`config.mk`:
```
export PLATFORM = sky130hd
export DESIGN_NAME = http_chunked_body_decoder_flat
export DESIGN_NICKNAME = d
export VERILOG_FILES = /design/src/hcbd_pkg.sv /design/src/hcbd_stream_if.sv /design/src/hcbd_parser.sv /design/src/http_chunked_body_decoder.sv /design/src/flat_wrapper.sv
export SDC_FILE = /design/constraint.sdc
export NUM_CORES = 1
export LEC_CHECK = 0
export BUFFER_PORTS_ARGS = -buffer_cell sky130_fd_sc_hd__buf_2
export CAP_MARGIN = 20
export CORE_MARGIN = 5
export CORE_UTILIZATION = 40
export CTS_BUF_LIST = sky130_fd_sc_hd__clkbuf_16
export DETAILED_ROUTE_END_ITERATION = 8
export SLEW_MARGIN = 20
export SYNTH_ARGS = -nofsm -noshare
export SYNTH_HDL_FRONTEND = slang
export SYNTH_SLANG_ARGS = --single-unit
```
`constraint.sdc`:
```
create_clock -name clock -period 11.2 [get_ports clock]
set_input_delay 0.56 -clock clock [delete_from_list [all_inputs] [get_ports clock]]
set_output_delay 0.56 -clock clock [all_outputs]
set_load 0.02 [all_outputs]
```
`src/hcbd_pkg.sv`:
```
// hcbd_pkg: types, codes and a helper function for the chunked body decoder
// no dependencies; used by the parser, the top level and the testbench
package hcbd_pkg;

   localparam logic [7:0] CH_LF = 8'h0A;
   localparam logic [7:0] CH_CR = 8'h0D;
   localparam int unsigned COUNT_W = 64;

   typedef enum logic [2:0] {
      PH_SIZE    = 3'd0,
      PH_EXT     = 3'd1,
      PH_DATA    = 3'd2,
      PH_CRLF    = 3'd3,
      PH_TRAILER = 3'd4,
      PH_ERROR   = 3'd5
   } phase_type;

   typedef enum logic [2:0] {
      EV_PAYLOAD = 3'd0,
      EV_HEADER  = 3'd1,
      EV_CHUNK   = 3'd2,
      EV_FINAL   = 3'd3,
      EV_ERROR   = 3'd4,
      EV_TRAILER = 3'd5
   } event_type;

   typedef struct packed {
      logic [7:0] data_byte;
      logic       start_message;
   } req_payload_type;

   typedef struct packed {
      logic [2:0]         event_res;
      logic [7:0]         payload_byte;
      logic [COUNT_W-1:0] chunk_length;
   } rsp_payload_type;

   typedef struct packed {
      logic            valid;
      rsp_payload_type payload;
   } step_result_type;

   typedef struct packed {
      logic       is_hex;
      logic [3:0] value;
   } hex_digit_type;

   function automatic hex_digit_type hex_decode(input logic [7:0] c);
      hex_digit_type d;
      d.is_hex = 1'b1;
      d.value  = 4'd0;
      if (c >= 8'h30 && c <= 8'h39) begin
         d.value = c[3:0];
      end else if ((c >= 8'h41 && c <= 8'h46) || (c >= 8'h61 && c <= 8'h66)) begin
         d.value = 4'(c[2:0] + 3'd1) + 4'd8;
      end else begin
         d.is_hex = 1'b0;
      end
      return d;
   endfunction

endpackage

```
`src/hcbd_stream_if.sv`:
```
// hcbd_stream_if: valid/ready channel carrying one transaction payload
// payload type is given by the instantiating module, usually from hcbd_pkg
interface hcbd_stream_if #(parameter type payload_type = logic);
   logic        valid;
   logic        ready;
   payload_type payload;

   modport source (output valid, output payload, input ready);
   modport sink   (input valid, input payload, output ready);
endinterface

```
`src/hcbd_parser.sv`:
```
// hcbd_parser: parser state registers and the per-byte decode step
// depends on hcbd_pkg
module hcbd_parser #(
   parameter int MAX_HEX_DIGITS = 16
) (
   input  logic                     clock,
   input  logic                     reset,
   input  logic                     accept,
   input  hcbd_pkg::req_payload_type req,
   output hcbd_pkg::step_result_type result
);
   import hcbd_pkg::*;

   localparam int DIGIT_W = $clog2(MAX_HEX_DIGITS + 1);

   phase_type          phase_ff, phase_in, phase_cur;
   logic [COUNT_W-1:0] count_ff, count_in, count_cur;
   logic [DIGIT_W-1:0] digits_ff, digits_in, digits_cur;
   hex_digit_type      hex;
   logic [7:0]         b;

   always_ff @(posedge clock) begin
      if (reset) begin
         phase_ff  <= PH_SIZE;
         count_ff  <= '0;
         digits_ff <= '0;
      end else if (accept) begin
         phase_ff  <= phase_in;
         count_ff  <= count_in;
         digits_ff <= digits_in;
      end
   end

   always_comb begin
      b          = req.data_byte;
      hex        = hex_decode(b);
      phase_cur  = req.start_message ? PH_SIZE : phase_ff;
      count_cur  = req.start_message ? '0 : count_ff;
      digits_cur = req.start_message ? '0 : digits_ff;

      phase_in  = phase_cur;
      count_in  = count_cur;
      digits_in = digits_cur;

      result.valid                = 1'b0;
      result.payload.event_res    = EV_PAYLOAD;
      result.payload.payload_byte = 8'd0;
      result.payload.chunk_length = '0;

      case (phase_cur)
         PH_SIZE, PH_EXT: begin
            if (phase_cur == PH_SIZE && hex.is_hex) begin
               if (digits_cur >= DIGIT_W'(MAX_HEX_DIGITS)) begin
                  phase_in                 = PH_ERROR;
                  result.valid             = 1'b1;
                  result.payload.event_res = EV_ERROR;
               end else begin
                  count_in  = {count_cur[COUNT_W-5:0], hex.value};
                  digits_in = DIGIT_W'(digits_cur + 1'b1);
               end
            end else if (phase_cur == PH_SIZE && digits_cur == '0) begin
               phase_in                 = PH_ERROR;
               result.valid             = 1'b1;
               result.payload.event_res = EV_ERROR;
            end else if (b == CH_LF) begin
               result.valid = 1'b1;
               if (count_cur == '0) begin
                  phase_in                 = PH_TRAILER;
                  result.payload.event_res = EV_FINAL;
               end else begin
                  phase_in                    = PH_DATA;
                  result.payload.event_res    = EV_HEADER;
                  result.payload.chunk_length = count_cur;
               end
            end else begin
               phase_in = PH_EXT;
            end
         end
         PH_DATA: begin
            count_in = count_cur - 1'b1;
            if (count_cur == COUNT_W'(1)) begin
               phase_in = PH_CRLF;
            end
            result.valid                = 1'b1;
            result.payload.event_res    = EV_PAYLOAD;
            result.payload.payload_byte = b;
         end
         PH_CRLF: begin
            if (b == CH_LF) begin
               phase_in                 = PH_SIZE;
               count_in                 = '0;
               digits_in                = '0;
               result.valid             = 1'b1;
               result.payload.event_res = EV_CHUNK;
            end else if (b != CH_CR) begin
               phase_in                 = PH_ERROR;
               result.valid             = 1'b1;
               result.payload.event_res = EV_ERROR;
            end
         end
         PH_TRAILER: begin
            result.valid                = 1'b1;
            result.payload.event_res    = EV_TRAILER;
            result.payload.payload_byte = b;
         end
         default: begin
            phase_in = PH_ERROR;
         end
      endcase
   end

endmodule

```
`src/http_chunked_body_decoder.sv`:
```
// Chunked body decoder: takes one byte per transaction on req_chan and returns at most one
// event per byte on rsp_chan (payload, header done with its length, chunk complete, final
// chunk, error, trailer byte). Each byte is decoded in the cycle it is accepted and its event
// lands in a single output register, so a new byte is taken every cycle as long as the
// output register is empty or being drained; one byte per clock holds because the whole
// decode step is one combinational pass in the parser. A start flag on a byte restarts
// parsing at the size field; after an error bytes are swallowed until the next start.
// depends on hcbd_pkg, hcbd_stream_if and hcbd_parser
module http_chunked_body_decoder #(
   parameter int MAX_HEX_DIGITS = 16
) (
   input logic          clock,
   input logic          reset,
   hcbd_stream_if.sink   req_chan,
   hcbd_stream_if.source rsp_chan
);
   import hcbd_pkg::*;

   logic            accept;
   step_result_type step;
   logic            rsp_valid_ff, rsp_valid_in;
   rsp_payload_type rsp_payload_ff;

   assign req_chan.ready = !rsp_valid_ff || rsp_chan.ready;
   assign accept         = req_chan.valid && req_chan.ready;

   hcbd_parser #(
      .MAX_HEX_DIGITS(MAX_HEX_DIGITS)
   ) u_parser (
      .clock (clock),
      .reset (reset),
      .accept(accept),
      .req   (req_chan.payload),
      .result(step)
   );

   always_comb begin
      rsp_valid_in = rsp_valid_ff;
      if (accept && step.valid) begin
         rsp_valid_in = 1'b1;
      end else if (rsp_chan.ready) begin
         rsp_valid_in = 1'b0;
      end
   end

   always_ff @(posedge clock) begin
      if (reset) begin
         rsp_valid_ff <= 1'b0;
      end else begin
         rsp_valid_ff <= rsp_valid_in;
      end
   end

   always_ff @(posedge clock) begin
      if (accept && step.valid) begin
         rsp_payload_ff <= step.payload;
      end
   end

   assign rsp_chan.valid   = rsp_valid_ff;
   assign rsp_chan.payload = rsp_payload_ff;

endmodule

```
`src/flat_wrapper.sv`:
```
// flat-port wrapper written by rule: the top's interface ports become plain ports
module http_chunked_body_decoder_flat import hcbd_pkg::*;
#(
   parameter int MAX_HEX_DIGITS = 16
)
  (clock, reset, req_chan_valid, req_chan_payload, req_chan_ready, rsp_chan_valid, rsp_chan_payload, rsp_chan_ready);
  hcbd_stream_if #(.payload_type(req_payload_type)) req_chan_i ();
  hcbd_stream_if #(.payload_type(rsp_payload_type)) rsp_chan_i ();
  input logic clock;
  input logic reset;
  input wire logic [$bits(req_chan_i.valid)-1:0] req_chan_valid;
  input wire logic [$bits(req_chan_i.payload)-1:0] req_chan_payload;
  output wire logic [$bits(req_chan_i.ready)-1:0] req_chan_ready;
  output wire logic [$bits(rsp_chan_i.valid)-1:0] rsp_chan_valid;
  output wire logic [$bits(rsp_chan_i.payload)-1:0] rsp_chan_payload;
  input wire logic [$bits(rsp_chan_i.ready)-1:0] rsp_chan_ready;
  assign req_chan_i.valid = req_chan_valid;
  assign req_chan_i.payload = req_chan_payload;
  assign req_chan_ready = req_chan_i.ready;
  assign rsp_chan_valid = rsp_chan_i.valid;
  assign rsp_chan_payload = rsp_chan_i.payload;
  assign rsp_chan_i.ready = rsp_chan_ready;
  http_chunked_body_decoder #(.MAX_HEX_DIGITS(MAX_HEX_DIGITS)) u_core (.clock(clock), .reset(reset), .req_chan(req_chan_i), .rsp_chan(rsp_chan_i));
endmodule
```
* Word-level counts from Yosys, hierarchy flattened
Cells that the tools add are included.
** Cells by class
- Add/subtract/negate cells :: 4
- Magnitude comparators :: 7
- Eq/ne operators :: 7
- Multiplexer cells :: 34
- Bitwise operators :: 2
- Reduce and logical (&&, ||, !) cells :: 17
** Operator list (count)
- $mux 64 :: 4
- $pmux 64 s3 :: 1
- $eq 64x1->1 const B :: 1
- $logic_not 64->1 :: 1
- $sub 64x1->64 const B :: 1
- $mux 4 :: 8
- $mux 3 :: 9
- $mux 5 :: 4
- $ge 8x7->1 const B :: 2
- $le 8x7->1 const B :: 2
- $pmux 4 s4 :: 1
- $pmux 3 s4 :: 1
- $pmux 5 s2 :: 1
- $eq 8x4->1 const B :: 1
- $ge 8x6->1 const B :: 1
- $le 8x6->1 const B :: 1
- $ne 8x4->1 const B :: 1
- $logic_and 1x1->1 :: 7
- $eq 3x2->1 const B :: 2
- $add 5x1->5 const B :: 1
- $ge 5x5->1 const B :: 1
- $logic_not 5->1 :: 1
- $reduce_or 5->1 :: 1
- $add 3x1->4 const B :: 1
- 11 further kinds :: 17
** Storage, ports and cells
- Register bits :: 148
- Input bits :: 13
- Output and inout port bits :: 77
- Word-level logic and storage cells :: 78

* Depth between registers and ports, before layout
Gate-level depths: netlist of the first run.
- Depth after elaboration :: 10
- Depth in mapped cells :: 16
- Gate-level depth less buffers :: 9

* Cells and area by module
From an unflattened synthesis of the first run, not the netlist that was laid out.
** Second synthesis, totals
- Cell total of the unflattened synthesis :: 1070
- Area total of the unflattened synthesis :: 9157.5 um^2
** Modules (own cells, without submodules)
- hcbd_parser :: instances 1, cells each 989, area an instance 6837.8 um^2, seq. area each 1441.4 um^2
- http_chunked_body_decoder :: instances 1, cells each 81, area an instance 2319.7 um^2, seq. area each 2272.2 um^2

* Least setup slack after synthesis of the first run
Ideal clock, no wire load.
- Kind :: input to register
- Start point :: input port req_chan_payload[0]
- End point :: register u_core.rsp_payload_ff (netlist bit u_core.rsp_chan.payload[0]), enable pin
- Arrival time :: 8.245 ns
- Data required time :: 10.554 ns
- Path slack :: 2.309 ns
- Stages :: 12
- Buffers on the path :: 5
- Cells stage by stage :: buf_2 > buf_1 > buf_2 > buf_1 > clkbuf_1 > nor2b_1 > inv_1 > ha_1 > o21ai_0 > a31oi_1 > nand3_1 > a311oi_1
** On the way
- Longest elaborated chain between the ends :: 7
- Elaborated cells on any way between the ends :: 17
- Those cells by class :: 1 x order compare; 4 x eq/ne; 6 x mux; 6 x reduce/logical
** Ends and longest elaborated chain
- start, declared :: RTL line flat_wrapper.sv:12 : input wire logic [$bits(req_chan_i.payload)-1:0] req_chan_payload;
- parallel branches: the longest is 5 deep, another holds $ge 5x5->1
- $pmux 4 s4 * :: RTL line hcbd_parser.sv:50 : case (phase_cur)
- $logic_and 1x1->1 * :: RTL line http_chunked_body_decoder.sv:55 : if (accept && step.valid) begin
- end signal, assigned :: RTL line http_chunked_body_decoder.sv:56 : rsp_payload_ff <= step.payload;
- end, declared :: RTL line http_chunked_body_decoder.sv:22 : rsp_payload_type rsp_payload_ff;
Every way passes the cells marked *.
A chain may end at the register's enable or synchronous reset.

* Worst setup path in the final report of the first run
- Start point :: input port req_chan_payload[0]
- End point :: register u_core.u_parser.count_ff[24]
** On the way
- Longest elaborated chain between the ends :: 5
- Elaborated cells on any way between the ends :: 15
- Those cells by class :: 1 x add/sub; 1 x order compare; 3 x eq/ne; 7 x mux; 3 x reduce/logical
** Ends and longest elaborated chain
- parallel branches: the longest is 4 deep, another holds $sub 64x1->64
- $pmux 64 s3 * :: RTL line hcbd_parser.sv:50
- end signal, assigned :: RTL line hcbd_parser.sv:29 : count_ff <= count_in;
- end, declared :: RTL line hcbd_parser.sv:17 : logic [COUNT_W-1:0] count_ff, count_in, count_cur;
Marked as above.

==> results of run 1 <==
==> metal layers <==
| layer | GRT usage, % | vias to the layer above | share of wire, % |
|---|---|---|---|
| li1 | - | 4163 | - |
| met1 | 32.08 | 4340 | 45 |
| met2 | 34.84 | 431 | 44 |
| met3 | 4.618 | 67 | 7.9 |
| met4 | 8.921 | 0 | 2.9 |
| met5 | 0 | - | 0 |
==> where the power goes <==
part	switching [mW]	internal [mW]	total [mW]
Clock	0.257	0.352	0.608
Combinational	0.225	0.107	0.331
Sequential	0.0306	0.607	0.638
==> kinds of logic after synthesis <==
| group | count (synthesis) |
|---|---|
| buffers and inverters | 118 |
| DFF | 148 |
| AOI/OAI and AO/OA | 311 |
| xor gates and xnor gates | 22 |
| muxes | 35 |
| and+or+nand+nor | 459 |
| adders and majority gates | 7 |
==> per-stage QoR <==
stage / hold slack (ns) / setup WS (ns) / utilization [%] / total power [mW] / instance area (um^2)
floorplan: 0.4633 / 2.309 / - / 0.8840 / 9444
detailed placement: 0.5053 / 7.197 / 42.86 / 0.9740 / 10000
global route: 0.4272 / 7.359 / 45.45 / 1.637 / 10610
global placement: 0.4893 / 7.266 / 42.86 / 0.9726 / 10000
CTS: 0.4248 / 7.640 / 45.45 / 1.577 / 10610
finish: 0.4352 / 7.469 / 45.45 / 1.577 / 10610
==> final cells by class <==
type,instances,area [um^2],area share (%)
sequential,148,3714,35.02
timing repair buffer,106,573.1,5.403
tap,319,399.1,3.764
multi-input combinational,834,5240,49.41
inverter,20,75.07,0.7079
clock inverter,15,178.9,1.687
clock buffer,17,425.4,4.011
==> Yosys cell counts (8+ instances only) <==
cell      instances  area, um^2
a211oi_1         15       112.6
a21oi_1          61       305.3
a221oi_1         16       140.1
a22oi_1          14       105.1
a311oi_1          8       70.07
a31oi_1          33       206.5
and2_1           42       262.8
buf_1             8       30.03
buf_2            23       115.1
clkbuf_1         58       217.7
dfxtp_1          73        1461
edfxtp_1         75        2252
inv_1            19       71.32
mux2i_1          29       290.3
nand2_1          81       304.0
nand3_1          17       85.08
nand4_1          11       68.82
nor2_1          147       551.8
nor2b_1          20       125.1
nor3_1           44       220.2
nor4_1           26       162.7
o211ai_1          9       67.56
o21ai_0          74       370.4
o22ai_1          13       81.33
or3_1             9       56.30
xnor2_1          16       140.1
==> cell usage in the layout (no fill, tap or decap), types with 9 or more instances in the layout <==
cell,synthesis,layout
a211oi_1,15,15
a21oi_1,61,61
a221oi_1,16,16
a22oi_1,14,14
a31oi_1,33,33
and2_1,42,42
buf_2,23,89
buf_4,2,17
clkbuf_16,0,17
dfxtp_1,73,73
edfxtp_1,75,75
inv_1,19,19
mux2i_1,29,29
nand2_1,81,81
nand3_1,17,17
nand4_1,11,11
nor2_1,147,147
nor2b_1,20,20
nor3_1,44,44
nor4_1,26,26
o211ai_1,9,9
o21ai_0,74,73
o22ai_1,13,13
or3_1,9,9
xnor2_1,16,16
==> registers in the layout, indices dropped and copies added (netlist names) <==
| signal | flops |
|---|---|
| u_core.rsp_chan.payload | 75 |
| u_core.rsp_chan.valid | 1 |
| u_core.u_parser.count_ff | 64 |
| u_core.u_parser.digits_ff | 5 |
| u_core.u_parser.phase_ff | 3 |
==> worst max-delay path by stage <==
| stage | start | depth (start not counted) | end |
|---|---|---|---|
| after floorplan | req_chan_payload[0] | 12 | u_core.rsp_chan.payload[0] |
| after global placement | req_chan_payload[0] | 8 | u_core.u_parser.count_ff[28] |
| after detailed placement | req_chan_payload[0] | 8 | u_core.rsp_chan.payload[52] |
| after CTS | req_chan_payload[0] | 8 | u_core.rsp_chan.payload[52] |
| after global routing | req_chan_payload[0] | 8 | u_core.rsp_chan.payload[52] |
| final | req_chan_payload[0] | 8 | u_core.u_parser.count_ff[24] |
==> critical path, cell delays in order <==
cell,delay [ns]
buf_2,0.33
buf_4,0.74
o211ai_1,0.46
nor3_1,1.01
o21ai_0,0.42
xor2_1,0.25
a21oi_1,0.18
nor3_1,0.07
==> results.txt, run 1 <==
vias in the first global route = 8,449
Sink Count = 148
Seq/Total Area, Yosys = 39.32%
RSZ-0062 raised after global routing = no
reg2reg start = u_core.u_parser.count_ff[32]
Root Driver = clkbuf_16
antenna-violating nets left = 0
Synth Warn # = 0
Initial DRT Pass Iterations = 6
Core Area = 23,330 um^2
Synth-to-Final Area Change = 12.29%
Post CTS Setup Buffer Count = 0
drt first-iter violations = 1,402
number of flops mapped to enable cells by yosys = 75
Num CTS Buffers = 17
first-pass GRT wire length = 48,500 um
Mapped Cells = 1,100
Vias = 9,001
Synth cell types = 90
post-route insts no fill = 1,459
ys flop type = edfxtp_1
residual DRC count = 0
Initial Util = 40.48%
Reg clk slew, reported paths = 0.07 ns
R2R setup slack = 7.82 ns
Setup violations, final = 0
P_leak = 3.614 nW
die width = 163.7 um
Clock Tree Buf Depth = 2
clk_lat worst skew = 0.44 ns
combinational family with the most area after synthesis = simple AND/OR/NAND/NOR gates
gpl congestion = 0.9131
post-DP HPWL = 19,630 um
antenna diode count = 0
Slew Viols, Final = 0
vias per cell = 6.169
CP arrival = 4.02 ns
XOR/XNOR Fraction of Synth Area = 2.040%
measured slew at the worst slew-check pin = 1.168 ns
post-CTS sizing = 0
CP Capture Type = flop
CTS tree = built
Crit Reg-Reg Endpoint = u_core.rsp_chan.payload[52]
I/O pins = 90
WP data required = 11.49 ns
Max Cap Viol = 0
post-route setup TNS = 0 ns
Reg2Reg Depth = 7
worst vdd ir = 0.00008567 V
Fill cells = 2,284
grt ovf = 0
drt wl/cell = 21.07 um
Worst Hold End = u_core.rsp_chan.payload[69]
post-synthesis mux area share = 3.789%
hold crit path type = primary input to flop
hold depth = 2
initial antenna violation count = 0
Synthesized Nets = 1,120
die height = 163.7 um
fin crit period = 3.731 ns
mapped cell area = 9444 um^2
Synth Area in Compound Gates = 22.16%
share of cells above drive strength 1 = 16.58%
largest net degree at the start of global routing = 78
hold_sp = req_chan_payload[6]
ys async rst share = 0%
Crit Path Class = primary input to flop
num rows = 56
Max FO, Critical Path = 77
die area = 26,780 um^2
Critical Path Start Type = primary input
Worst slew margin = 21.57%
final hold vios = 0
status = finished, final reports clean
Tcrit/Tclk final = 33.32%
adder-cell area share of the yosys netlist = 0.9274%
Final Skew = 0.01190 ns
GRT Util Overall = 22.92%
PortBufs = 89
Inst Count DP = 1,427
Hold Buf Count CTS = 0
Avg Synthesized Cell Area = 8.586 um^2
fmax = 0.2680 GHz
H-tree depth = 4
Synth Area in Simple Gates = 26.26%
pwr dens = 148.7 nW/um^2
layout net count = 1,147
Seq cells post-synth = 148
final wirelength = 30,750 um
(Power assumes the default switching activity.)
==> run 2: changes to the inputs <==
Clock period 11.2 ns to 3.6 ns, I/O delays scaled along.
==> run 2 against run 1 <==
  * First-iteration DRC count down 27%
  * Critical path depth down 2
  * Worst hold slack worse by 0.37 ns
  * Total power grew to 3.1 times the previous value
  * Via count decreased by 0.26%
  * Routed wire length up 1.8%
  * Largest power group unchanged
==> results.txt, run 2 (same netlist as run 1, synthesis figures left out) <==
commonest cells after routing, fill and taps aside = 147 x nor2_1, 89 x buf_2, 81 x nand2_1
initial antenna violation count = 0 (unchanged)
Sink Count = 148 (unchanged)
hold_sp = req_chan_payload[6]
measured slew at the worst slew-check pin = 0.9414 ns (-0.2261 ns)
final hold vios = 0 (unchanged)
Critical Path Start Type = flop
status = finished, final reports clean
GRT Max-Usage Layer = met2
hold crit path type = primary input to flop
Max Cap Viol = 0 (unchanged)
Slew Viols, Final = 0 (unchanged)
Initial Util = 40.48% (unchanged)
PortBufs = 89 (unchanged)
die height = 163.7 um (unchanged)
share of power burned in registers = 40.1% (-0.3 points)
RSZ-0062 raised after global routing = no
Worst Hold End = u_core.rsp_chan.payload[69]
most common cell after layout, fill and taps aside = nor2_1
die width = 163.7 um (unchanged)
CTS tree = built
worst hold margin = 0.06573 ns (-0.3695 ns)
antenna diode count = 0 (unchanged)
P_leak = 3.733 nW (+3.3%)
antenna-violating nets left = 0 (unchanged)
met2 Use GR = 36.47% (+1.6 points)
Crit Path Class = flop to flop
die area = 26,780 um^2 (unchanged)
fin crit period = 2.905 ns
Clock Tree Buf Depth = 2 (unchanged)
clk_lat worst skew = 0.43 ns (about the same)
Worst slew margin = 37.24% (+16 points)
Crit Reg-Reg Endpoint = u_core.rsp_chan.payload[39]
Root Driver = clkbuf_16
layout net count = 1,170 (+2.0%)
met3 GRT Util = 4.668% (+0.050 points)
combinational share of power = 21.7% (+0.7 points)
H-tree depth = 4 (unchanged)
Reg clk slew, reported paths = 0.07 ns (about the same)
largest net degree at the start of global routing = 79 (+1.3%)
Core Area = 23,330 um^2 (unchanged)
switching power = 1.589 mW (+210%)
pwr dens = 456.6 nW/um^2 (+210%)
Setup violations, final = 0 (unchanged)
GRT Util Overall = 23.11% (+0.19 points)
final setup margin = 0.6948 ns (-6.774 ns)
first-pass GRT wire length = 49,000 um (+1.0%)
vias per cell = 6.058 (-1.8%)
Synth-to-Final Area Change = 14.47%
clock group share of total power = 38.2% (-0.4 points)
post-route setup TNS = 0 ns (unchanged)
R2R setup slack = 0.69 ns (-7.13 ns)
share of cells above drive strength 1 = 18.23% (+1.6 points)
max FFs per register = 75 (unchanged)
reg2reg start = u_core.u_parser.count_ff[12]
fmax = 0.3442 GHz
I/O pins = 90 (unchanged)
Num CTS Buffers = 17 (unchanged)
pre-CTS WS = 0.6944 ns (-6.503 ns)
vias in the first global route = 8,655 (+2.4%)
residual DRC count = 0 (unchanged)
Post CTS Setup Buffer Count = 0 (unchanged)
grt ovf = 0 (unchanged)
drt wl/cell = 21.12 um (+0.22%)
final wirelength = 31,300 um (+1.8%)
worst vdd ir = 0.0002973 V (+250%)
CP arrival = 3.20 ns (-0.82 ns)
CP Capture Type = flop
Hold Buf Count CTS = 0 (unchanged)
Max FO, Critical Path = 34 (-56%)
Worst Setup SP = u_core.u_parser.count_ff[12]
Final Skew = 0.009534 ns (-0.002361 ns)
WP data required = 3.90 ns (-7.59 ns)
Vias = 8,978 (-0.26%)
Initial DRT Pass Iterations = 6 (unchanged)
hold depth = 2 (unchanged)
num rows = 56 (unchanged)
post-DP HPWL = 20,630 um (+5.1%)
Power Internal = 3.346 mW (+210%)
Tcrit/Tclk final = 80.70%
Reg2Reg Depth = 6 (-1)
gpl congestion = 0.9422 (+3.2%)
drt first-iter violations = 1,022 (-27%)
Switching Share = 32.20% (-0.25 points)
post-CTS sizing = 0 (unchanged)
met1 Usage GRT = 31.52% (-0.57 points)
-- run 2: cell types whose count changed in the layout (fill, tap and decap cells not counted), sizes merged --
cell / change
clkinv: -3
buf: +23
inv: +2
clkinvlp: +1
-- run 2: final cells by class --
class / count / area (um^2)
Sequential cell: 148 / 3714
Inverter: 20 / 75.07
Multi-Input combinational cell: 834 / 5246
Clock inverter: 15 / 180.2
Timing Repair Buffer: 129 / 770.7
Fill cell: 2294 / 12520
Tap cell: 319 / 399.1
Clock buffer: 17 / 425.4
-- run 2: power groups by stage --
stage / clock network, mW / registers, mW / logic [mW]
final: 1.88 / 1.98 / 1.07
after global placement: 0 / 2.01 / 1.05
after global routing: 1.98 / 1.99 / 1.15
after CTS: 1.91 / 1.98 / 1.06
after detailed placement: 0 / 2.01 / 1.06
after floorplan: 0 / 2.07 / 0.674
-- run 2: worst max-delay path by stage --
stage | end | slack, ns
finish | u_core.rsp_chan.payload[39] | 0.69
global route | u_core.u_parser.phase_ff[1] | 0.53
CTS | u_core.rsp_chan.payload[39] | 0.69
detailed placement | u_core.rsp_chan.payload[39] | 0.69
global placement | u_core.rsp_chan.payload[39] | 0.77
floorplan | u_core.rsp_chan.payload[0] | -0.44
-- run 2: layer usage --
layer | vias to the layer above | wire [um]
met2 | 435 | 14230
li1 | 4194 | -
met1 | 4291 | 13520
met4 | 0 | 815
met5 | - | 0
met3 | 58 | 2734
-- run 2: worst max-delay path: stages (launching register included) --
cell and delay, ns:
dfxtp_1 0.56, nor3_1 0.15, a31oi_1 0.62, nor2_1 0.14
nand4_1 0.29, nor2b_4 0.75, and2_2 0.26
-- run 2: through the flow --
stage / utilization [%] / instances / cell area, um^2 / power [mW]
after floorplan: - / 1100 / 9510 / 2.744
after global placement: 43.74 / 1450 / 10200 / 3.064
after detailed placement: 43.74 / 1450 / 10200 / 3.069
after CTS: 46.33 / 1482 / 10810 / 4.948
after global routing: 46.33 / 1482 / 10810 / 5.124
final: 46.33 / 1482 / 10810 / 4.936
==> run 3: changes to the inputs <==
Clock period 3.6 ns to 2.5 ns, I/O delays scaled along.
==> run 3 against run 2 <==
  * The flow now finishes with violations (negative setup slack)
  * Flip-flop and latch count unchanged
  * Setup slack worse by 0.72 ns
  * Register-to-register slack worse by 0.72 ns
  * Sequential share of layout area down 3.7 points
  * Die area unchanged
  * Design area up 12%
  * First-iteration DRC count up 13%
  * Utilization up 5.6 points
  * Count of clock-buffer cells in the layout unchanged
  * Clock skew up 0.0039 ns
==> results.txt, run 3 (same netlist as run 1, synthesis figures left out) <==
Hold Buf Count CTS = 0 (unchanged)
R2R setup slack = -0.02 ns (-0.72 ns)
residual DRC count = 0 (unchanged)
grt ovf = 0 (unchanged)
die height = 163.7 um (unchanged)
vias per cell = 6.044 (-0.23%)
final wirelength = 35,180 um (+12%)
Clock Tree Buf Depth = 2 (unchanged)
Core Area = 23,330 um^2 (unchanged)
Synth-to-Final Area Change = 28.37%
failing checks = negative setup slack
gpl congestion = 0.9473 (+0.54%)
hold depth = 4 (+2)
Initial DRT Pass Iterations = 6 (unchanged)
Slew Viols, Final = 0 (unchanged)
antenna diode count = 0 (unchanged)
initial antenna violation count = 0 (unchanged)
pwr dens = 610.3 nW/um^2 (+34%)
clock group share of total power = 36.0% (-2.2 points)
design area = 12,120 um^2 (+12%)
Setup violations, final = 17 (+17)
drt first-iter violations = 1,157 (+13%)
Max FO, Critical Path = 5 (-85%)
Max Cap Viol = 0 (unchanged)
Root Driver = clkbuf_16
fmax = 0.3963 GHz (+15%)
measured slew at the worst slew-check pin = 0.6873 ns (-0.2542 ns)
share of cells above drive strength 1 = 29.26% (+11 points)
CTS tree = built
PortBufs = 89 (unchanged)
combinational share of power = 26.0% (+4.3 points)
Reg2Reg Depth = 8 (+2)
Critical Path Start Type = flop
Reg clk slew, reported paths = 0.07 ns (about the same)
die area = 26,780 um^2 (unchanged)
Initial Util = 40.48% (unchanged)
H-tree depth = 4 (unchanged)
status = finished with violations
layout net count = 1,316 (+12%)
P_leak = 4.559 nW (+22%)
CP Capture Type = flop
Total Power = 7.399 mW (+50%)
I/O pins = 90 (unchanged)
WP data required = 2.70 ns (-1.20 ns)
worst hold margin = 0.02408 ns (-0.04165 ns)
max FFs per register = 75 (unchanged)
Tcrit/Tclk final = 100.9% (+20 points)
clk_lat worst skew = 0.44 ns (about the same)
post-route setup TNS = -0.1331 ns (-0.1331 ns)
Final Skew = 0.01341 ns (+0.003875 ns)
Sink Count = 148 (unchanged)
top layer in use = met4
final setup margin = -0.02318 ns (-0.7180 ns)
largest net degree at the start of global routing = 55 (-30%)
met2 WL post-DR = 15,670 um (+10%)
antenna-violating nets left = 0 (unchanged)
first-pass GRT wire length = 52,970 um (+8.1%)
placed cell area = 11,270 um^2 (+10%)
final core utilization = 51.96% (+5.6 points)
WL met1 = 15,010 um (+11%)
switching power = 2.360 mW (+49%)
hold crit path type = primary input to flop
GRT Util Overall = 25.31% (+2.2 points)
Worst slew margin = 54.18% (+17 points)
worst vdd ir = 0.0004522 V (+52%)
Num CTS Buffers = 17 (unchanged)
Power Internal = 5.039 mW (+51%)
post-DP HPWL = 23,630 um (+15%)
final hold vios = 0 (unchanged)
RSZ-0062 raised after global routing = yes
Vias = 9,840 (+9.6%)
fin crit period = 2.523 ns (-0.3820 ns)
num rows = 56 (unchanged)
Switching Share = 31.90% (-0.30 points)
Crit Path Class = flop to flop
most common cell after layout, fill and taps aside = buf_4
share of power burned in registers = 38.1% (-2.0 points)
CP arrival = 2.72 ns (-0.48 ns)
die width = 163.7 um (unchanged)
drt wl/cell = 21.61 um (+2.3%)
vias in the first global route = 9,215 (+6.5%)
DR WL met3 = 3336 um (+22%)
commonest cells after routing, fill and taps aside = 171 x buf_4, 146 x nor2_1, 89 x buf_2
[run 3: worst max-delay path, cell delays in order (launching register included)]
cell and delay [ns]:
dfxtp_4 0.36, or4_4 0.56, nor4_4 0.42, a21o_1 0.19, nand4_1 0.12, buf_4 0.18
nor2b_4 0.13, buf_6 0.17, and2_4 0.16
[run 3: power by group through the flow]
| stage | Combinational, mW | Sequential [mW] | Clock, mW |
|---|---|---|---|
| 2_1_floorplan | 0.971 | 2.98 | 0 |
| 3_3_place_gp | 1.83 | 2.86 | 0 |
| 3_5_place_dp | 1.84 | 2.86 | 0 |
| 4_1_cts | 1.86 | 2.81 | 2.68 |
| 5_1_grt | 2.05 | 2.83 | 2.79 |
| 6_report | 1.92 | 2.82 | 2.66 |
[run 3: final cells by class]
cell class,count,area [um^2]
timing repair buffer,273,1977
tap,319,399.1
sequential,148,3721
fill,2231,11210
inverter,20,75.07
clock inverter,15,163.9
clock buffer,17,425.4
multi-input combinational,836,5361
[run 3: routing by layer]
metal | GRT usage (%) | vias to the layer above
met5 | 0 | -
met4 | 8.730 | 0
met3 | 5.249 | 86
met2 | 39.36 | 561
met1 | 35.06 | 4697
li1 | - | 4496
[run 3: worst paths after layout]
| path | startpoint | endpoint |
|---|---|---|
| max | u_core.u_parser.count_ff[39] | u_core.rsp_chan.payload[45] |
| min reg2reg | u_core.u_parser.digits_ff[1] | u_core.u_parser.digits_ff[1] |
| min | rsp_chan_ready | u_core.rsp_chan.valid |
| max reg2reg | u_core.u_parser.count_ff[39] | u_core.rsp_chan.payload[45] |
[run 3: stage by stage]
stage	cells	setup slack [ns]
after CTS	1617	-0.004343
after global routing	1628	-0.05492
after floorplan	1100	-1.482
final	1628	-0.02318
after global placement	1582	-0.08316
after detailed placement	1582	-0.07150
[run 3: timing repair]
item,CTS,global route
pin swaps,0,8
gates resized for setup,4,33
setup buffers,2,8
endpoints found under the hold margin,0,0
endpoints found under the setup margin,60,75
gates cloned,1,3
